<file path="config.mk">
export PLATFORM = sky130hd
export DESIGN_NAME = length_prefixed_name_table_matcher_top
export DESIGN_NICKNAME = d
export VERILOG_FILES = /design/src/rtl/core/lpntm_pkg.sv /design/src/rtl/core/lpntm_ram.sv /design/src/rtl/core/length_prefixed_name_table_matcher_top.sv
export SDC_FILE = /design/constraint.sdc
export NUM_CORES = 2
export LEC_CHECK = 0
export ABC_CLOCK_PERIOD_IN_PS = 4510
export BUFFER_PORTS_ARGS = -buffer_cell sky130_fd_sc_hd__buf_2
export CAP_MARGIN = 25
export CORE_ASPECT_RATIO = 1.4
export CORE_MARGIN = 2
export CORE_UTILIZATION = 45
export DETAILED_ROUTE_END_ITERATION = 10
export PLACE_DENSITY = 0.67
export SYNTH_ARGS = -nofsm -noshare
export SYNTH_HDL_FRONTEND = slang
export SYNTH_SLANG_ARGS = --single-unit
export TNS_END_PERCENT = 100
</file>
<file path="constraint.sdc">
create_clock -name clk -period 4.51 [get_ports clk]
set_input_delay 0.451 -clock clk [delete_from_list [all_inputs] [get_ports clk]]
set_output_delay 0.451 -clock clk [all_outputs]
set_load 0.01 [all_outputs]
</file>
<file path="src/rtl/core/lpntm_pkg.sv">
// Shared constants and types of the length-prefixed name table matcher.
package lpntm_pkg;

	// Longest query name that can still match
	localparam int LPNTM_MAX_NAME_LENGTH = 255;

	// Word kinds carried on the input tuser bit
	localparam logic CMD_QUERY = 1'b0;
	localparam logic CMD_TABLE = 1'b1;

	// One search result, found in the lowest bit
	typedef struct packed {
		logic [15:0] ordinal;
		logic        found;
	} result_t;

	localparam int RESULT_W = $bits(result_t);
	localparam int OUT_TDATA_W = ((RESULT_W + 7) / 8) * 8;

endpackage

</file>
<file path="src/rtl/core/lpntm_ram.sv">
// Generic single-port-write, single-port-read RAM with registered read data.
module lpntm_ram #(
	parameter int WIDTH = 8,
	parameter int DEPTH = 255,
	localparam int AW = (DEPTH > 1) ? $clog2(DEPTH) : 1
) (
	input  logic             clk,
	input  logic             wr_en,
	input  logic [AW-1:0]    wr_addr,
	input  logic [WIDTH-1:0] wr_data,
	input  logic [AW-1:0]    rd_addr,
	output logic [WIDTH-1:0] rd_data
);

	logic [WIDTH-1:0] mem [DEPTH];

	// Write on enable, read every cycle (old data on a same-address collision)
	always_ff @(posedge clk) begin
		if (wr_en) begin
			mem[wr_addr] <= wr_data;
		end
		rd_data <= mem[rd_addr];
	end

endmodule

</file>
<file path="src/rtl/core/length_prefixed_name_table_matcher_top.sv">
// Top level of the length-prefixed name table matcher.
//
// The block takes one word per clock on s_axis: a query word (tuser = 0) appends a byte to the
// query name, tlast closing it; a table word (tuser = 1) feeds the name table parser, which walks
// records of a length byte, name bytes and a little-endian 16-bit ordinal, skips the first record,
// and stops at a zero length byte or at the first matching record. On the table word with tlast
// the block delivers one result on m_axis, found in bit 0 and the ordinal in bits 16:1. Every
// word is taken without a wait state: the query bytes sit in a RAM whose read address follows the
// next name position, so the byte to compare is ready when the name byte arrives, and a two-entry
// output buffer lets input words keep flowing while a result waits for m_tready. s_tready drops
// only when both output entries are full. No clearing pass is needed after reset.
module length_prefixed_name_table_matcher_top
	import lpntm_pkg::*;
#(
	parameter int MAX_NAME_LENGTH = LPNTM_MAX_NAME_LENGTH
) (
	input  logic                   clk,
	input  logic                   arst_n,
	input  logic                   s_tvalid,
	output logic                   s_tready,
	input  logic [7:0]             s_tdata,  // [7:0] data_byte
	input  logic                   s_tlast,  // last
	input  logic                   s_tuser,  // [0] command
	output logic                   m_tvalid,
	input  logic                   m_tready,
	output logic [OUT_TDATA_W-1:0] m_tdata   // [0] found, [16:1] ordinal, zero padding above
);

	localparam int AW  = (MAX_NAME_LENGTH > 1) ? $clog2(MAX_NAME_LENGTH) : 1;
	localparam int QLW = $clog2(MAX_NAME_LENGTH + 2);
	localparam logic [QLW-1:0] QL_MAX  = QLW'(MAX_NAME_LENGTH);
	localparam logic [QLW-1:0] QL_OVER = QLW'(MAX_NAME_LENGTH + 1);
	localparam logic [7:0]     NP_MAX  = 8'(MAX_NAME_LENGTH);

	typedef enum logic [2:0] {
		PH_LENGTH,
		PH_NAME,
		PH_ORD_LO,
		PH_ORD_HI,
		PH_IDLE
	} phase_t;

	// Parser and query state
	phase_t         phase_q, phase_d;
	logic [QLW-1:0] query_len_q, query_len_d;
	logic           loading_q, loading_d;
	logic [7:0]     bytes_left_q, bytes_left_d;
	logic [7:0]     name_pos_q, name_pos_d;
	logic           first_seen_q, first_seen_d;
	logic           matching_q, matching_d;
	logic [7:0]     ord_low_q, ord_low_d;
	logic           hit_q, hit_d;
	logic [15:0]    hit_ord_q, hit_ord_d;

	// Query RAM ports and collision bypass
	logic           wr_en;
	logic [AW-1:0]  wr_addr;
	logic [AW-1:0]  rd_addr;
	logic [7:0]     rd_data;
	logic           byp_q;
	logic [7:0]     byp_data_q;
	logic [7:0]     query_byte;

	// Output buffer
	logic           out_valid_q, skid_valid_q;
	result_t        out_q, skid_q;
	result_t        res;
	logic           res_valid;

	logic           accept;
	logic           pop;
	logic [QLW-1:0] ql_base;

	assign s_tready  = !skid_valid_q;
	assign accept    = s_tvalid && s_tready;
	assign pop       = out_valid_q && m_tready;
	assign m_tvalid  = out_valid_q;
	assign m_tdata   = OUT_TDATA_W'(out_q);
	assign query_byte = byp_q ? byp_data_q : rd_data;

	// Start a new query unless one is still open
	assign ql_base = loading_q ? query_len_q : '0;
	assign wr_en   = accept && (s_tuser == CMD_QUERY) && (ql_base < QL_MAX);
	assign wr_addr = ql_base[AW-1:0];
	assign rd_addr = name_pos_d[AW-1:0];

	lpntm_ram #(
		.WIDTH(8),
		.DEPTH(MAX_NAME_LENGTH)
	) u_query_ram (
		.clk    (clk),
		.wr_en  (wr_en),
		.wr_addr(wr_addr),
		.wr_data(s_tdata),
		.rd_addr(rd_addr),
		.rd_data(rd_data)
	);

	// Next state for one accepted word
	always_comb begin
		phase_d      = phase_q;
		query_len_d  = query_len_q;
		loading_d    = loading_q;
		bytes_left_d = bytes_left_q;
		name_pos_d   = name_pos_q;
		first_seen_d = first_seen_q;
		matching_d   = matching_q;
		ord_low_d    = ord_low_q;
		hit_d        = hit_q;
		hit_ord_d    = hit_ord_q;
		res_valid    = 1'b0;
		res          = '0;
		if (accept && s_tuser == CMD_QUERY) begin
			// Append the byte, or mark the query as too long
			query_len_d = (ql_base < QL_MAX) ? ql_base + QLW'(1) : QL_OVER;
			loading_d   = !s_tlast;
		end else if (accept) begin
			case (phase_q)
				PH_LENGTH: begin
					if (s_tdata == 8'd0) begin
						phase_d = PH_IDLE;
					end else begin
						matching_d = first_seen_q && (query_len_q != '0) &&
							(query_len_q <= QL_MAX) &&
							(9'(query_len_q) == {1'b0, s_tdata});
						first_seen_d = 1'b1;
						bytes_left_d = s_tdata;
						name_pos_d   = 8'd0;
						phase_d      = PH_NAME;
					end
				end
				PH_NAME: begin
					if (matching_q && ((name_pos_q >= NP_MAX) ||
						({1'b0, name_pos_q} >= 9'(query_len_q)) ||
						(query_byte != s_tdata))) begin
						matching_d = 1'b0;
					end
					name_pos_d   = name_pos_q + 8'd1;
					bytes_left_d = bytes_left_q - 8'd1;
					if (bytes_left_q == 8'd1) begin
						phase_d = PH_ORD_LO;
					end
				end
				PH_ORD_LO: begin
					ord_low_d = s_tdata;
					phase_d   = PH_ORD_HI;
				end
				PH_ORD_HI: begin
					if (matching_q) begin
						hit_d     = 1'b1;
						hit_ord_d = {s_tdata, ord_low_q};
						phase_d   = PH_IDLE;
					end else begin
						phase_d = PH_LENGTH;
					end
					matching_d = 1'b0;
				end
				default: begin
					phase_d = phase_q;
				end
			endcase
			// Report on the table's last word and rearm the parser
			if (s_tlast) begin
				res_valid    = 1'b1;
				res.found    = hit_d;
				res.ordinal  = hit_d ? hit_ord_d : 16'd0;
				phase_d      = PH_LENGTH;
				bytes_left_d = 8'd0;
				name_pos_d   = 8'd0;
				first_seen_d = 1'b0;
				matching_d   = 1'b0;
				ord_low_d    = 8'd0;
				hit_d        = 1'b0;
				hit_ord_d    = 16'd0;
			end
		end
	end

	// Hold parser state and the output buffer
	always_ff @(posedge clk or negedge arst_n) begin
		if (!arst_n) begin
			phase_q      <= PH_LENGTH;
			query_len_q  <= '0;
			loading_q    <= 1'b0;
			bytes_left_q <= 8'd0;
			name_pos_q   <= 8'd0;
			first_seen_q <= 1'b0;
			matching_q   <= 1'b0;
			ord_low_q    <= 8'd0;
			hit_q        <= 1'b0;
			hit_ord_q    <= 16'd0;
			byp_q        <= 1'b0;
			out_valid_q  <= 1'b0;
			skid_valid_q <= 1'b0;
		end else begin
			phase_q      <= phase_d;
			query_len_q  <= query_len_d;
			loading_q    <= loading_d;
			bytes_left_q <= bytes_left_d;
			name_pos_q   <= name_pos_d;
			first_seen_q <= first_seen_d;
			matching_q   <= matching_d;
			ord_low_q    <= ord_low_d;
			hit_q        <= hit_d;
			hit_ord_q    <= hit_ord_d;
			// Cover a write to the address being read this cycle
			byp_q        <= wr_en && (wr_addr == rd_addr);
			if (skid_valid_q) begin
				if (pop) begin
					out_valid_q  <= 1'b1;
					skid_valid_q <= 1'b0;
				end
			end else if (!out_valid_q || pop) begin
				out_valid_q <= res_valid;
			end else if (res_valid) begin
				skid_valid_q <= 1'b1;
			end
		end
	end

	// Payload registers without reset
	always_ff @(posedge clk) begin
		byp_data_q <= s_tdata;
		if (skid_valid_q) begin
			if (pop) begin
				out_q <= skid_q;
			end
		end else if (!out_valid_q || pop) begin
			out_q <= res;
		end else if (res_valid) begin
			skid_q <= res;
		end
	end

endmodule

</file>
### Yosys cells after proc, flatten, opt, wreduce, memory -nomap -nowiden

Memories as Yosys holds them, arrays and structs flattened. A register that Yosys moved wholly into a read port is not among the register bits.
Cells that the tools add are included.

* register bits: 101
* bits in writable memories: 2040
* bits of input ports: 14
* word-level logic and storage cells: 126
* memories: 1

* add/subtract/negate cells: 3
* order comparisons: 4
* equal/unequal tests: 12
* muxes and demuxes: 52
* bitwise logic cells: 4
* reductions and logical operators: 32

Memory list
* u_query_ram.mem: words 255, width 8, read ports 1, clocked after Yosys merged registers in 1, write ports 1, line lpntm_ram.sv:15 `logic [WIDTH-1:0] mem [DEPTH];`

Operators with widths (number)
* 17-bit 2-to-1 mux: 6
* 8-bit 2-to-1 mux: 9
* 16-bit 2-to-1 mux: 4
* 8-bit one-hot mux with 2 select lines: 2
* 1-bit 2-to-1 mux: 23
* 9-bit 2-to-1 mux: 2
* 3-bit 2-to-1 mux: 4
* 3-bit one-hot mux with 4 select lines: 1
* 4-bit AND reduction: 3
* 9-bit by 1-bit adder with 9-bit output (second input constant): 1
* 9-bit by 8-bit == test with 1-bit output: 1
* 8-bit by 9-bit >= comparator with 1-bit output: 1
* 9-bit by 8-bit less-or-equal comparator with 1-bit output (second input constant): 1
* 1-bit logical AND: 9
* 9-bit by 8-bit less-than comparator with 1-bit output (second input constant): 1
* 3-bit != test (second input constant): 3
* 9-bit nonzero test: 1
* 8-bit by 1-bit adder with 8-bit output (second input constant): 1
* 8-bit by 1-bit == test with 1-bit output (second input constant): 1
* 8-bit == test: 1
* 8-bit >= comparator (second input constant): 1
* 8-bit logical NOT: 1
* 8-bit != test: 1
* 8-bit by 1-bit subtractor with 8-bit output (second input constant): 1
* 16 further kinds: 28

### Logic depth before layout (Yosys ltp)

* depth after elaboration: 10
* gate-level depth with buffers: 17

### Cells and area by module

Synthesis repeated with hierarchy kept, for this count alone.

* cells, all modules: 4508
* area total of the unflattened synthesis: 86027.5 µm²

Modules (own cells, without submodules)
* lpntm_ram: instances 1, cells an instance 3910, area an instance 80485.9 µm², sequential area each 61418.9 µm²
* length_prefixed_name_table_matcher_top: instances 1, cells an instance 598, area an instance 5541.6 µm², sequential area each 2657.5 µm²

### Worst setup path before layout

OpenSTA, ideal clock, no wires.

* kind: in2reg
* start: input s_tlast
* end: register u_query_ram.rd_data[7], read port of u_query_ram.mem
* library setup time: 136 ps
* data arrival time: 3118 ps
* required time: 4374 ps
* slack: 1256 ps
* stages: 14
* buffers on the path: 5
* cell sequence: buf_2 > nor4b_4 > a2111oi_2 > a211o_1 > inv_2 > buf_6 > buf_6 > buf_2 > buf_4 > mux4_2 > a22oi_1 > o21ai_1 > o41ai_1 > a31oi_1

* word-level cells in the longest chain between the ends: 3

RTL lines
* from (decl): line length_prefixed_name_table_matcher_top.sv:22 `input logic s_tlast,`
* 8-bit 2-to-1 mux: line length_prefixed_name_table_matcher_top.sv:163 `if (s_tlast) begin`
* 8-bit 2-to-1 mux: line length_prefixed_name_table_matcher_top.sv:117 `end else if (accept) begin`
* 8-bit 2-to-1 mux: line length_prefixed_name_table_matcher_top.sv:113 `if (accept && s_tuser == CMD_QUERY) begin`
* to (decl): line lpntm_ram.sv:12 `output logic [WIDTH-1:0] rd_data`

Every way passes these cells.
A chain may end at the register's enable or synchronous reset.

### Worst setup path after layout

* start: register phase_q[1]
* end: register u_query_ram.rd_data[0], read port of u_query_ram.mem

* word-level cells in the longest chain between the ends: 5
* elaborated cells between the ends (all ways): 6
* those cells by class: eq/ne (1); mux (4); reduce/logical (1)

RTL lines
* from (decl): line length_prefixed_name_table_matcher_top.sv:44 `phase_t phase_q, phase_d;`
* from (signal assigned): line length_prefixed_name_table_matcher_top.sv:196 `phase_q <= phase_d;`
* 3-bit by 1-bit == test with 1-bit output / 3-bit logical NOT (equally long branches): line length_prefixed_name_table_matcher_top.sv:118 `case (phase_q)`
* 8-bit one-hot mux with 2 select lines *: line length_prefixed_name_table_matcher_top.sv:118
* 8-bit 2-to-1 mux *: line length_prefixed_name_table_matcher_top.sv:163
* 8-bit 2-to-1 mux *: line length_prefixed_name_table_matcher_top.sv:117
* 8-bit 2-to-1 mux *: line length_prefixed_name_table_matcher_top.sv:113

Every way passes the cells marked *; elsewhere a longest branch is shown, timed or not.

==> metrics.cfg <==
[status]
status=finished clean

[placement]
gp_congestion=0.9436
port_buffers=32
dp_hpwl_um=167900
place_area_um2=91820
numPlacedInstances=8727

[cts]
clk_pin_slew_ps=70
cts-root-buf=clkbuf_16
cts_made_buffers=193
cts_tree=built
clock_sinks=2149
cts.htree.levels=4
clockBufferDepth=4
insertion_delay_ps=850

[die]
row_count=190
die_y_um=522.2
start_util_pct=45.21
pin_count=40
dieArea_um2=195400
core_area_um2=190900
chipWidth_um=374.1

[synth]
synth.most_common_cell=edfxtp_1
synth_seq_area_share_pct=74.24
ys_ff_latch=2149
synth_flop_cell=edfxtp_1
async_flop_share_pct=2.745
yosys-top-cells-area=edfxtp_1, nand2_1, mux2i_1
synth_common_cells=edfxtp_1, nand2_1, nand3_1
yosys.area.top_type=edfxtp_1
syn-mean-instance-area_um2=13.97
ys_types=87
synth-edff-count=2074
synth_warnings=0
synthCells=6179
synthesis.area_um2=86310
synth_top_area_share_pct=72.16

[critical_path]
critPathKind=reg -> reg
end_kind=register
path_max_fanout=18
crit_required_ps=5230
crit_arrival_ps=5210
cp-start-kind=register

[global_routing]
antenna_found_initial=10
grt_first_pass_wirelength_um=377800
grt_pass1_vias=54250
grt_max_degree=183
grt_overflow=0
grt_util_all_layers_pct=26.38

[timing]
final-setup-viol-count=0
hold_viol_final=0
setup_tns_ps=0
min_period_ps=4493
max_freq_mhz=222.6
finalCritPeriodShare_pct=99.63
finalClockSkew_ps=67.84
grt_setup_unrepaired=no
drv_slew=0
worstMarginPinSlew_ps=1148
slew_headroom_pct=23.21

[routing]
vias=56110
detail-route-antenna-nets=0
post_drt_wl_per_cell_um=28.99
viasPerCell=6.174
first_pass_iters=8
drt-total-wl_um=263500
drt_iter0_markers=7477
drc_errors=0

[power]
powerDensity_nw_per_um2=587.2
power_leakage_nw=32.64
ir_drop_mv=0.5781

[cells_and_area]
layout.nets=6464
area_delta_synth_final_pct=13.42
finalNonFillerCells=9087
drive_gt1_share_pct=12.32
design_area_um2=97890

[worst_hold_path]
min_path_type=in -> reg

[run]
max_cap_violations=0

## flip-flops by register name, summed over array words and instances, names as in the netlist, 3 cells and up
signal and flops:
skid_q 17, u_query_ram.mem 2040, u_query_ram.rd_data 8, byp_data_q 8, bytes_left_q 8, phase_q 3, query_len_q 9, ord_low_q 8
hit_ord_q 16, name_pos_q 8, m_tdata 17
## cells in the final DEF (no fill, tap or decap), types with 59 or more instances in the layout
cell	netlist	final
a21oi_1	207	207
a311oi_1	67	67
a31oi_1	124	123
a32oi_1	109	109
and3_1	103	102
buf_12	0	59
buf_4	40	375
clkbuf_16	0	195
dfrtp_1	59	59
edfxtp_1	2074	2074
mux2i_1	245	245
nand2_1	1420	1420
nand3_1	340	340
nand4_1	64	64
nor2_1	321	316
o21ai_0	118	116
## worst max-delay path, cell delays in order, from the launching register on
cell and delay [ps]:
dfrtp_1 430, buf_4 210, nor2_1 310, and3_1 230, a221o_4 430, inv_8 180
buf_12 220, nor2_4 210, buf_4 330, a32oi_1 90, a31oi_1 510, nor3_1 210
o211a_1 310, a311oi_1 410, buf_4 200, a31oi_1 40
## area by class of cell
cell class	count	area (um2)
multi-input combinational	3586	20250
clock buffer	253	5097
clock inverter	92	825.8
inverter	30	147.6
fill	15560	93000
timing repair buffer	475	4352
sequential	2149	64080
tap	2496	3123
antenna	6	15.01
## per-stage QoR
stage	util [%]	hold WS, ps	total power [W]	setup slack, ps
after global routing	51.27	76.78	0.05906	1.482
final	51.28	67.33	0.05749	16.75
after floorplan	-	155.4	0.03292	1256
after global placement	48.09	461.5	0.04127	-356.9
after CTS	51.24	33.52	0.05717	4.819
after detailed placement	48.10	465.8	0.04147	-475.9
## path summary, 6_finish.rpt
| kind | start | endpoint | slack (ps) | cells past startpoint |
|---|---|---|---|---|
| max | phase_q[1] | u_query_ram.rd_data[0] | 20 | 15 |
| min | s_tuser | query_len_q[8] | 70 | 4 |
| max reg2reg | phase_q[1] | u_query_ram.rd_data[0] | 20 | 15 |
| min reg2reg | bytes_left_q[1] | bytes_left_q[1] | 480 | 2 |
| max in group asynchronous | arst_n | name_pos_q[3] | 3620 | 3 |
| min in group asynchronous | arst_n | hit_ord_q[12] | 340 | 3 |
## timing repair
action | 4_1_cts | 5_1_grt
hold buffers | 4 | 0
cloned | 0 | 0
setup buffers | 3 | 0
gates resized for setup | 4 | 7
endpoints found under the setup margin | 2 | 4
pin swaps | 1 | 0
endpoints found under the hold margin | 65 | 0
## report_power, final
group	switching (W)	internal (W)	leakage, nW
combinational	0.0130	0.00633	10.2
sequential	0.000169	0.0221	19.6
clock	0.00713	0.00876	2.87
## logic make-up (layout without fill, tap and decap cells)
group                    Yosys count  after routing  share of synthesized area, %
other                              1             13                      0.004345
buffers and inverters            450            850                         2.483
flip-flops                      2149           2149                         74.24
adder cells (fa/ha/maj)           15             15                        0.2175
multiplexers                     298            298                         4.211
AO/OA/AOI/OAI                    897            897                         7.112
XOR/XNOR                          18             18                        0.1827
AND/OR/NAND/NOR                 2351           2351                         11.55
## layer usage
layer	track usage (%)	routed length (um)	part of all wire (%)	up-vias
met2	43.88	127000	48	3392
li1	-	-	-	23820
met3	4.171	24160	9.2	790
met4	18.16	20340	7.7	5
met1	31.68	91880	35	28100
met5	0	43	0.016	-
No activity file was read; power rests on OpenSTA's default activity.
